$ cat src/design/assert_macros.svh
// Assertion macros shared by the design files.
// Clocked on clk_i and disabled while rst_ni is low; ASSERT_OFF removes them.
`ifndef ASSERT_MACROS_SVH
`define ASSERT_MACROS_SVH
`ifndef ASSERT_OFF
// Property must hold at every clock edge out of reset.
`define ASSERT_CLK(label, prop, msg) \
  label: assert property (@(posedge clk_i) disable iff (!rst_ni) (prop)) else $error(msg);
// Condition must never be seen at a clock edge out of reset.
`define ASSERT_NEVER(label, cond, msg) \
  label: assert property (@(posedge clk_i) disable iff (!rst_ni) !(cond)) else $error(msg);
`else
`define ASSERT_CLK(label, prop, msg)
`define ASSERT_NEVER(label, cond, msg)
`endif
`endif

$ cat src/design/pngu_pkg.sv
// Shared types and constants for the PNG scanline unfilter.
// No dependencies.
`timescale 1ns / 1ps

package pngu_pkg;

  localparam int unsigned DEF_MAX_ROW_BYTES = 4096;
  localparam int unsigned CFG_W             = 13;

  localparam logic REG_BYTES_PER_ROW   = 1'b0;
  localparam logic REG_BYTES_PER_PIXEL = 1'b1;

  typedef enum logic [2:0] {
    FILT_NONE  = 3'd0,
    FILT_SUB   = 3'd1,
    FILT_UP    = 3'd2,
    FILT_AVG   = 3'd3,
    FILT_PAETH = 3'd4
  } filter_e;

endpackage

$ cat src/design/pngu_predict.sv
// Predictor and reconstruction adder for one pixel byte.
// Depends on pngu_pkg for the filter type codes.
`timescale 1ns / 1ps

module pngu_predict
  import pngu_pkg::*;
(
  input  filter_e    filt_i,
  input  logic [7:0] left_i,
  input  logic [7:0] above_i,
  input  logic [7:0] upleft_i,
  input  logic [7:0] data_i,
  output logic [7:0] pixel_o
);

  logic [8:0]        sum_ab;
  logic signed [9:0] diff_bc, diff_ac, diff_p;
  logic [9:0]        pa, pb, pc;
  logic [7:0]        paeth, pred;

  assign sum_ab  = {1'b0, left_i} + {1'b0, above_i};
  assign diff_bc = $signed({2'b00, above_i}) - $signed({2'b00, upleft_i});
  assign diff_ac = $signed({2'b00, left_i}) - $signed({2'b00, upleft_i});
  assign diff_p  = $signed({1'b0, sum_ab}) - $signed({1'b0, upleft_i, 1'b0});

  assign pa = diff_bc[9] ? 10'(-diff_bc) : 10'(diff_bc);
  assign pb = diff_ac[9] ? 10'(-diff_ac) : 10'(diff_ac);
  assign pc = diff_p[9]  ? 10'(-diff_p)  : 10'(diff_p);

  // Ties go to left, then above.
  always_comb begin
    if (pa <= pb && pa <= pc) begin
      paeth = left_i;
    end else if (pb <= pc) begin
      paeth = above_i;
    end else begin
      paeth = upleft_i;
    end
  end

  always_comb begin
    unique case (filt_i)
      FILT_SUB:   pred = left_i;
      FILT_UP:    pred = above_i;
      FILT_AVG:   pred = sum_ab[8:1];
      FILT_PAETH: pred = paeth;
      default:    pred = 8'd0;
    endcase
  end

  assign pixel_o = data_i + pred;

endmodule

$ cat config.mk
export PLATFORM = sky130hd
export DESIGN_NAME = pngu_predict
export DESIGN_NICKNAME = d
export VERILOG_FILES = /design/src/design/assert_macros.svh /design/src/design/pngu_pkg.sv /design/src/design/pngu_predict.sv
export SDC_FILE = /design/constraint.sdc
export NUM_CORES = 1
export LEC_CHECK = 0
export ABC_CLOCK_PERIOD_IN_PS = 7950
export BUFFER_PORTS_ARGS = -buffer_cell sky130_fd_sc_hd__buf_2
export CORE_UTILIZATION = 50
export DETAILED_ROUTE_END_ITERATION = 6
export PLACE_DENSITY = 0.74
export SLEW_MARGIN = 25
export SYNTH_ARGS = -nofsm -noshare
export SYNTH_HDL_FRONTEND = slang
export SYNTH_SLANG_ARGS = --single-unit
$ cat constraint.sdc
create_clock -name vclk -period 7.95
set_input_delay 0.795 -clock vclk [all_inputs]
set_output_delay 0.795 -clock vclk [all_outputs]
set_load 0.1 [all_outputs]
After elaboration in Yosys (flattened, before gate mapping). Cells that the tools add are included.

Register bits: 0. Word-level logic and storage cells: 22. Input port bits: 35.

Add/sub/neg operators: 8. $lt $le $gt $ge: 3. Reductions and logical operators: 1. Multiplexer cells: 6. Equal/unequal tests: 4.

Operators by type and width (number): one-hot mux 8 bit (4 select lines) (1); less-or-equal comparator 10 bit (3); two-way mux 10 bit (3); negator 9 -> 10 bit (2); subtractor 8 x 8 -> 9 bit (2); two-way mux 8 bit (2); negator 10 bit (1); subtractor 9 x 9 -> 10 bit (1); adder 8 x 8 -> 9 bit (1); adder 8 bit (1); == test 3 x 2 -> 1 bit (second input constant) (2); == test 3 x 1 -> 1 bit (second input constant) (1); == test 3 bit (second input constant) (1); logical AND 1 bit (1).

Depth between registers and ports, before layout. Gate-level depths: netlist of the first run.

Depth in word-level cells: 9. Gate-level depth with buffers: 30.

Worst setup path after synthesis of the first run. OpenSTA, ideal clock, no wires.

Path kind: input port to output port. Start: input left_i[0]. End: output pixel_o[7]. Required time: 7.155 ns. Stages on the path: 29. Path buffers: 1. Arrival time: 8.070 ns. Path slack: -0.915 ns. Cells stage by stage: ha_1 fa_1 xnor2_1 inv_1 ha_1 nor2b_4 o21a_4 nor2_4 xor2_2 nand3b_2 or4_1 or3_1 ha_1 nand4_1 nor3_1 o21a_1 o41ai_2 and2_1 buf_2 mux2i_1 o22ai_1 ha_1 a21o_1 a21oi_1 nor2b_1 o21a_1 o41ai_1 xor2_1 xnor2_1.

Longest elaborated chain between the ends: 9. Elaborated cells between the ends (all ways): 15. Classes of those cells: add/sub (6); order compare (3); mux (5); reduce/logical (1).

RTL lines: from (decl) (line pngu_predict.sv:9) `input logic [7:0] left_i,`; adder 8 x 8 -> 9 bit (line pngu_predict.sv:21) `assign sum_ab = {1'b0, left_i} + {1'b0, above_i};`; subtractor 9 x 9 -> 10 bit (line pngu_predict.sv:24) `assign diff_p = $signed({1'b0, sum_ab}) - $signed({1'b0, upleft_i, 1'b0});`; negator 10 bit (line pngu_predict.sv:28) `assign pc = diff_p[9] ? 10'(-diff_p) : 10'(diff_p);`; two-way mux 10 bit (line pngu_predict.sv:28); less-or-equal comparator 10 bit, on equally long branches (line pngu_predict.sv:34, pngu_predict.sv:32); two-way mux 8 bit or logical AND 1 bit (tied branches) (line pngu_predict.sv:34, pngu_predict.sv:32); two-way mux 8 bit (line pngu_predict.sv:32) `if (pa <= pb && pa <= pc) begin`; one-hot mux 8 bit (4 select lines) * (line pngu_predict.sv:42) `unique case (filt_i)`; adder 8 bit * (line pngu_predict.sv:51) `assign pixel_o = data_i + pred;`; to (decl) (line pngu_predict.sv:13) `output logic [7:0] pixel_o`.

Mark *: on every way between the ends. The rest lies on a longest branch, timed or not.

Final worst setup path of the first run.
Start: input left_i[1]. End: output pixel_o[7].

Same word-level chain as after synthesis.

==> run metrics, run 1 <==
outcome=complete, but fails checks; failing checks=setup timing; DRC viols=0; max_slew headroom=57.2%; Synth top area share=27.6%; Synth Warn #=0; initial core utilization=53.1%; die footprint=0.00676 mm²; Die H=82.2 µm; max-slew violation count=0; crit share post-route=101%; DR vias/cell=6.24; Core Rows=28; Final Setup Violations=1; gp weighted congestion=0.916; most numerous cell in the Yosys netlist=ha_1; first-pass iteration count of the detailed router=5; Avg Inst Size Synth=7.79 µm²; vias in the first global route=3543; total leakage power=2.09 nW; RSZ-0062 raised after global routing=yes; Seq/Total Area, Yosys=0%; number of clock buffers in the layout=0; Crit path depth=31; final worst-path setup slack=-0.0797 ns; input/output buffers=43; Routed WL per cell=17.5 µm; GRT overflow=0; most used cell, CP=ha_4; final worst path period need=8.03 ns; Max Clk Rate=0.125 GHz; Final ANT Viol Nets=0; maxcap violations=0; DR iter-0 viols=225; Tot Pwr=1.01 mW; Final nets=623; cell count after synthesis=413; layout cell share with drive strength beyond 1=35.5%; Synth cell types=63; Seq cells=0; Hold WC Path Type=in -> out; CP delay by family, top=compound AO/OA/AOI/OAI gates; Worst Path Buf+Inv=4; Cell Pwr Density=226 mW/mm²; area occupied by multi-input gates=0.00345 mm²; I/O Pins=43; routed vias=3653; count of final hold-check violations=0; Area growth syn-to-layout=38.1%; worst vdd ir=0.000282 V; Register Area=0 µm²; DP Wirelength=7.83 mm; CP Max Fanout=3; worst endpoint required time=7.15 ns; first-pass GRT wire length=15.8 mm; design area=0.00444 mm²; Slew @ Worst Pin=0.640 ns; # diodes=0; Tot GR Track Use=29.8%; die width=82.2 µm; CP Class=in -> out; Worst path max stage delay=0.52 ns; placed cell area=0.00393 mm²; DP Worst Slack=-0.169 ns; synth cell count leaders=71 x ha_1, 32 x xnor2_1, 31 x inv_1, 29 x nor2_1, 20 x a21oi_1; Core Area=0.00606 mm²; number of hold buffers added after CTS=0; crit start category=input port; biggest area consumer among synthesized cells=ha_1; Fillers=440; crit path capture type=output pin; final hold slack=2.08 ns; largest net degree at the start of global routing=16; synth top area cells=ha_1 28%, xnor2_1 8.7%, xor2_1 4.4%, inv_1 3.6%, nor2_1 3.4%; hold path depth=4; Post-Route WL=10.2 mm; synthesized area=0.00322 mm²; crit path DAT=7.23 ns; Slowest cell on crit path=or4_1; antenna violations before repair=0
==> through the flow <==
| step | TNS (ns) | cells | utilization [%] |
|---|---|---|---|
| CTS | 0 | 572 | 66.2 |
| detailed placement | -0.246 | 566 | 64.9 |
| global placement | -0.0662 | 566 | 64.9 |
| finish | -0.0797 | 585 | 73.3 |
| floorplan | -0.386 | 415 | - |
| global route | -0.661 | 585 | 73.3 |
==> kinds of logic after synthesis <==
kind of cell	synth area share, %
other cells	0.233
xor+xnor	13.6
mux	6.38
compound gates	26.0
fa+ha+maj	30.7
buf+inv	4.35
simple gates	18.7
==> repair_timing <==
action,4_1_cts,5_1_grt
endpoints found under the setup margin,2,4
pin swaps,9,45
gates resized for setup,8,69
setup buffers,6,13
==> worst paths after layout <==
path                      start    endpoint
worst min-delay path  data_i[7]  pixel_o[7]
worst max-delay path  left_i[1]  pixel_o[7]
==> tightest hold or removal path: cells and delay by family <==
kind,cells,cell delay (ns)
xor gates and xnor gates,2,0.24
buffers and inverters,2,0.25
==> final cells by class <==
type	count	area share (%)
Tap cell	75	2.11
Inverter	31	2.62
Multi-Input combinational cell	378	77.7
Timing Repair Buffer	101	17.6
==> layout by cell type (no fill, tap or decap), drive strengths merged, types with 7 or more instances in the layout <==
cell and count:
buf 101, ha 71, xnor2 32, inv 31, nor2 31, a21oi 22
o21ai 21, xor2 17, a21o 13, nand2 13, nand3 12, nor3 12
mux2 12, o21a 10, nor2b 10, o22ai 9, a211oi 9, nand4 7
a22oi 7, mux2i 7
==> where the power goes <==
part	leakage [nW]	switching (mW)	total [mW]	internal, mW
logic	2.09	0.545	1.01	0.461
registers	0	0	0	0
clock network	0	0	0	0
total	2.09	0.545	1.01	0.461
==> routing by layer <==
| layer | part of all wire [%] | GRT usage, % | wire length (µm) |
|---|---|---|---|
| met5 | 0 | 0 | 0 |
| met1 | 42 | 36.2 | 4260 |
| met4 | 3.2 | 9.12 | 333 |
| met2 | 49 | 55.5 | 5030 |
| met3 | 6.1 | 1.87 | 628 |
(Power assumes the default switching activity.)
==> run 2, diff against run 1 <==
--- a/config.mk
+++ b/config.mk
@@ -9,7 +9,7 @@
 export BUFFER_PORTS_ARGS = -buffer_cell sky130_fd_sc_hd__buf_2
 export CORE_UTILIZATION = 50
 export DETAILED_ROUTE_END_ITERATION = 6
-export PLACE_DENSITY = 0.74
+export PLACE_DENSITY = 0.71
 export SLEW_MARGIN = 25
 export SYNTH_ARGS = -nofsm -noshare
 export SYNTH_HDL_FRONTEND = slang
==> constraint.sdc (replaced) <==
create_clock -name vclk -period 7.95
set_input_delay 0.3975 -clock vclk [all_inputs]
set_output_delay 0.3975 -clock vclk [all_outputs]
set_load 0.1 [all_outputs]
==> run 2 against run 1 <==
Against the previous run: the flow now finishes without violations; power down 28%; core utilization down 15 points; wire length down 16%; die area unchanged.
==> run metrics, run 2 (synthesis results as in run 1) <==
vias in the first global route=3091 (-13%); antenna violations before repair=0 (unchanged); CP delay by family, top=compound AO/OA/AOI/OAI gates; initial core utilization=53.1% (unchanged); Final nets=567 (-9.0%); # diodes=0 (unchanged); Core Rows=28 (unchanged); hold path start=data_i[7]; hold path depth=4 (unchanged); crit share post-route=93.6% (-7.4 points); crit start category=input port; Final Setup Violations=0 (-1); Worst Path Buf+Inv=3 (-1); Fillers=581 (+32%); GRT overflow=0 (unchanged); total leakage power=1.68 nW (-19%); first-pass GRT wire length=14.0 mm (-11%); CP Max Fanout=7 (+4); Worst path max stage delay=0.50 ns (-0.02 ns); crit path capture type=output pin; commonest non-fill, non-tap cell in the layout=ha_1; Area growth syn-to-layout=10.8%; crit path DAT=7.04 ns (-0.19 ns); Core Area=0.00606 mm² (unchanged); Max Clk Rate=0.134 GHz (+7.9%); Tot GR Track Use=26.8% (-3.0 points); worst vdd ir=0.000197 V (-30%); count of final hold-check violations=0 (unchanged); final core utilization=58.8% (-15 points); layout cell share with drive strength beyond 1=15.4% (-20 points); most used cell, CP=ha_1; max_slew headroom=59.2% (+2.0 points); first-pass iteration count of the detailed router=4 (-1); Critical Path Source=left_i[0]; DR vias/cell=6.10 (-2.2%); input/output buffers=43 (unchanged); area occupied by multi-input gates=0.00311 mm² (-10%); Worst Hold Endpoint=pixel_o[7]; outcome=finished clean; Routed WL per cell=16.3 µm (-6.7%); Slowest cell on crit path=or4_1; Post-Route WL=8.64 mm (-16%); final hold slack=1.29 ns (-0.791 ns); die footprint=0.00676 mm² (unchanged); TNS Setup=0 ns (+0.0797 ns); Slew @ Worst Pin=0.605 ns (-0.0347 ns); Final ANT Viol Nets=0 (unchanged); Die H=82.2 µm (unchanged); CP Class=in -> out; DRC viols=0 (unchanged); largest net degree at the start of global routing=16 (unchanged); max-slew violation count=0 (unchanged); number of clock buffers in the layout=0 (unchanged); Register Area=0 µm² (unchanged); gp weighted congestion=0.888 (-3.1%); Seq cells=0 (unchanged); DR iter-0 viols=104 (-54%); final worst path period need=7.44 ns (-0.591 ns); die width=82.2 µm (unchanged); maxcap violations=0 (unchanged); Hold WC Path Type=in -> out; most frequent cells in the layout=71 x ha_1, 42 x buf_2, 31 x inv_1, 31 x xnor2_1, 29 x nor2_1; worst endpoint required time=7.55 ns (+0.40 ns); Cell Pwr Density=204 mW/mm² (-9.8%); routed vias=3229 (-12%); I/O Pins=43 (unchanged); DP Wirelength=7.59 mm (-3.1%)
==> run 2: cell types whose count changed in the layout (fill, tap and decap cells not counted), sizes merged <==
cell,change
buf,-56
==> run 2: worst max path at each step <==
stage                 endpoint  slack (ns)  cells past startpoint
floorplan           pixel_o[6]        0.22                     30
global placement    pixel_o[7]        0.55                     30
detailed placement  pixel_o[7]        0.40                     30
CTS                 pixel_o[7]        0.39                     30
finish              pixel_o[7]        0.51                     30
global route        pixel_o[7]      -0.007                     30
==> run 2: layout make-up <==
| class | count | area share [%] |
|---|---|---|
| well taps | 75 | 2.63 |
| multi-input cells | 378 | 87.2 |
| inverters | 31 | 3.26 |
| repair buffers | 45 | 6.88 |
==> run 2: layer usage <==
layer | vias up | track usage (%) | wire, µm
li1 | 1621 | - | -
met1 | 1509 | 31.2 | 3680
met2 | 79 | 52.6 | 4320
met3 | 20 | 0.989 | 401
met4 | 0 | 7.02 | 233
met5 | - | 0 | 0
==> run 2: per-stage QoR <==
| step | cell area, µm² | instances | setup slack [ns] | power (mW) |
|---|---|---|---|---|
| finish | 3560 | 529 | 0.511 | 0.727 |
| global route | 3560 | 529 | -0.00717 | 0.810 |
| CTS | 3550 | 529 | 0.387 | 0.723 |
| detailed placement | 3550 | 529 | 0.396 | 0.719 |
| global placement | 3550 | 529 | 0.552 | 0.704 |
| floorplan | 3230 | 415 | 0.223 | 0.570 |
==> run 2: power by group <==
group | internal (mW) | switching [mW]
registers | 0 | 0
clock network | 0 | 0
logic | 0.280 | 0.447
total | 0.280 | 0.447
==> run 2: timing repair <==
| action | 4_1_cts | 5_1_grt |
|---|---|---|
| setup buffers | 0 | 0 |
| endpoints found under the setup margin | 0 | 1 |
| gates resized for setup | 0 | 3 |
| hold buffers | 0 | 0 |
==> run 3, diff against run 2 <==
--- a/config.mk
+++ b/config.mk
@@ -7,10 +7,12 @@
 export LEC_CHECK = 0
 export ABC_CLOCK_PERIOD_IN_PS = 7950
 export BUFFER_PORTS_ARGS = -buffer_cell sky130_fd_sc_hd__buf_2
+export CAP_MARGIN = 5
+export CORE_ASPECT_RATIO = 0.75
 export CORE_UTILIZATION = 50
 export DETAILED_ROUTE_END_ITERATION = 6
 export PLACE_DENSITY = 0.71
-export SLEW_MARGIN = 25
+export SLEW_MARGIN = 40
 export SYNTH_ARGS = -nofsm -noshare
 export SYNTH_HDL_FRONTEND = slang
 export SYNTH_SLANG_ARGS = --single-unit
==> run 3 against run 2 <==
Against the previous run: combinational power is 4.1% higher; wire length is 8.5% higher; global-route usage is 0.94 points higher; sequential share of layout area stayed put; cell area is 0.88% higher; via count is 1.8% higher; core utilization is 1.1 points higher; highest routed layer unchanged.
==> run metrics, run 3 (synthesis results as in run 1) <==
outcome=finished clean; Slowest cell on crit path=fa_1; Die H=71.5 µm (-13%); # diodes=0 (unchanged); GRT overflow=0 (unchanged); Core Rows=24 (-14%); CP Class=in -> out; initial core utilization=53.6% (+0.49 points); gp weighted congestion=0.938 (+5.6%); Seq cells=0 (unchanged); combinational share of power=100.0% (about the same); Post-Route WL=9.38 mm (+8.5%); Clk pwr share=0% (unchanged); crit start category=input port; max_slew headroom=52.2% (-7.0 points); Area growth syn-to-layout=11.7%; Final ANT Viol Nets=0 (unchanged); number of clock buffers in the layout=0 (unchanged); largest net degree at the start of global routing=16 (unchanged); crit share post-route=96.0% (+2.4 points); first-pass GRT wire length=14.9 mm (+6.3%); Register Area=0 µm² (unchanged); placed cell count=532 (+0.57%); DP Worst Slack=0.255 ns (-0.141 ns); I/O Pins=43 (unchanged); placed cell area=0.00355 mm² (+0.11%); final worst-path setup slack=0.318 ns (-0.193 ns); NetSw=0.470 mW (+5.2%); vias in the first global route=3005 (-2.8%); Core Area=0.00601 mm² (-0.91%); die width=94.6 µm (+15%); first-pass iteration count of the detailed router=5 (+1); most frequent cells in the layout=70 x ha_1, 42 x buf_2, 31 x inv_1; internal power=0.286 mW (+2.3%); Routed WL per cell=17.6 µm (+7.9%); Final Setup Violations=0 (unchanged); number of hold buffers added after CTS=0 (unchanged); antenna violations before repair=0 (unchanged); Cell Pwr Density=210 mW/mm² (+3.2%); Seq pwr share=0% (unchanged); Tot GR Track Use=27.7% (+0.94 points); routed vias=3287 (+1.8%); commonest non-fill, non-tap cell in the layout=ha_1; maxcap violations=0 (unchanged); design area=0.00360 mm² (+0.88%); most used cell, CP=ha_1; layout cell share with drive strength beyond 1=16.5% (+1.1 points); Slew @ Worst Pin=0.715 ns (+0.109 ns); final worst path period need=7.63 ns (+0.193 ns); Sw Ratio=62.2% (+0.65 points); total leakage power=1.69 nW (+0.43%); worst vdd ir=0.000160 V (-19%); TNS Setup=0 ns (unchanged); DRC viols=0 (unchanged); DR iter-0 viols=243 (+130%); worst endpoint required time=7.55 ns (about the same); Final nets=567 (unchanged); crit path DAT=7.23 ns (+0.19 ns); Max Clk Rate=0.131 GHz (-2.5%); Finished Layout Cells=532 (+0.57%); CP Max Fanout=7 (unchanged); input/output buffers=43 (unchanged); die footprint=0.00676 mm² (about the same); count of final hold-check violations=0 (unchanged); Worst path max stage delay=0.47 ns (-0.03 ns); crit path capture type=output pin; DP Wirelength=8.09 mm (+6.6%); max-slew violation count=0 (unchanged); DR vias/cell=6.18 (+1.2%); Tot Pwr=0.757 mW (+4.1%); Hold WC Path Type=in -> out
run 3: cell counts in the layout (fill, tap and decap cells not counted):
Identical to the previous run, type by type.
run 3: stage by stage:
| stage | util, % | hold slack [ns] |
|---|---|---|
| floorplan | - | 1.29 |
| global placement | 59.1 | 1.28 |
| detailed placement | 59.1 | 1.29 |
| CTS | 59.1 | 1.29 |
| global route | 59.9 | 1.31 |
| finish | 59.9 | 1.28 |
run 3: cell type report:
type | count | area, µm²
multi-input combinational | 378 | 3140
fill | 568 | 2410
timing repair buffer | 45 | 245
inverter | 31 | 116
tap | 78 | 97.6
run 3: path summary, 6_finish.rpt:
check	start	endpoint	slack (ns)	cells past startpoint
hold / removal	data_i[7]	pixel_o[7]	1.28	4
setup / recovery	above_i[0]	pixel_o[7]	0.32	29
run 3: critical path, delay by kind of cell:
family | cells | cell delay, ns
compound gates | 10 | 2.24
fa+ha+maj | 5 | 1.62
xor+xnor | 2 | 0.42
simple gates | 8 | 1.67
mux | 2 | 0.55
buf+inv | 2 | 0.33
run 3: layer usage:
metal | GRT usage [%] | wire [µm] | vias up
li1 | - | - | 1627
met3 | 4.78 | 830 | 10
met2 | 43.7 | 4040 | 139
met4 | 3.03 | 73 | 0
met1 | 40.5 | 4430 | 1511
met5 | 0 | 0 | -
run 3: power by group through the flow:
stage               clock [mW]  combinational [mW]  sequential (mW)
floorplan                    0               0.570                0
global placement             0               0.712                0
detailed placement           0               0.728                0
CTS                          0               0.734                0
global route                 0               0.823                0
finish                       0               0.757                0
run 3: repair_timing:
action,4_1_cts,5_1_grt
endpoints found under the setup margin,0,2
buffers inserted,0,0
gates resized for setup,0,9
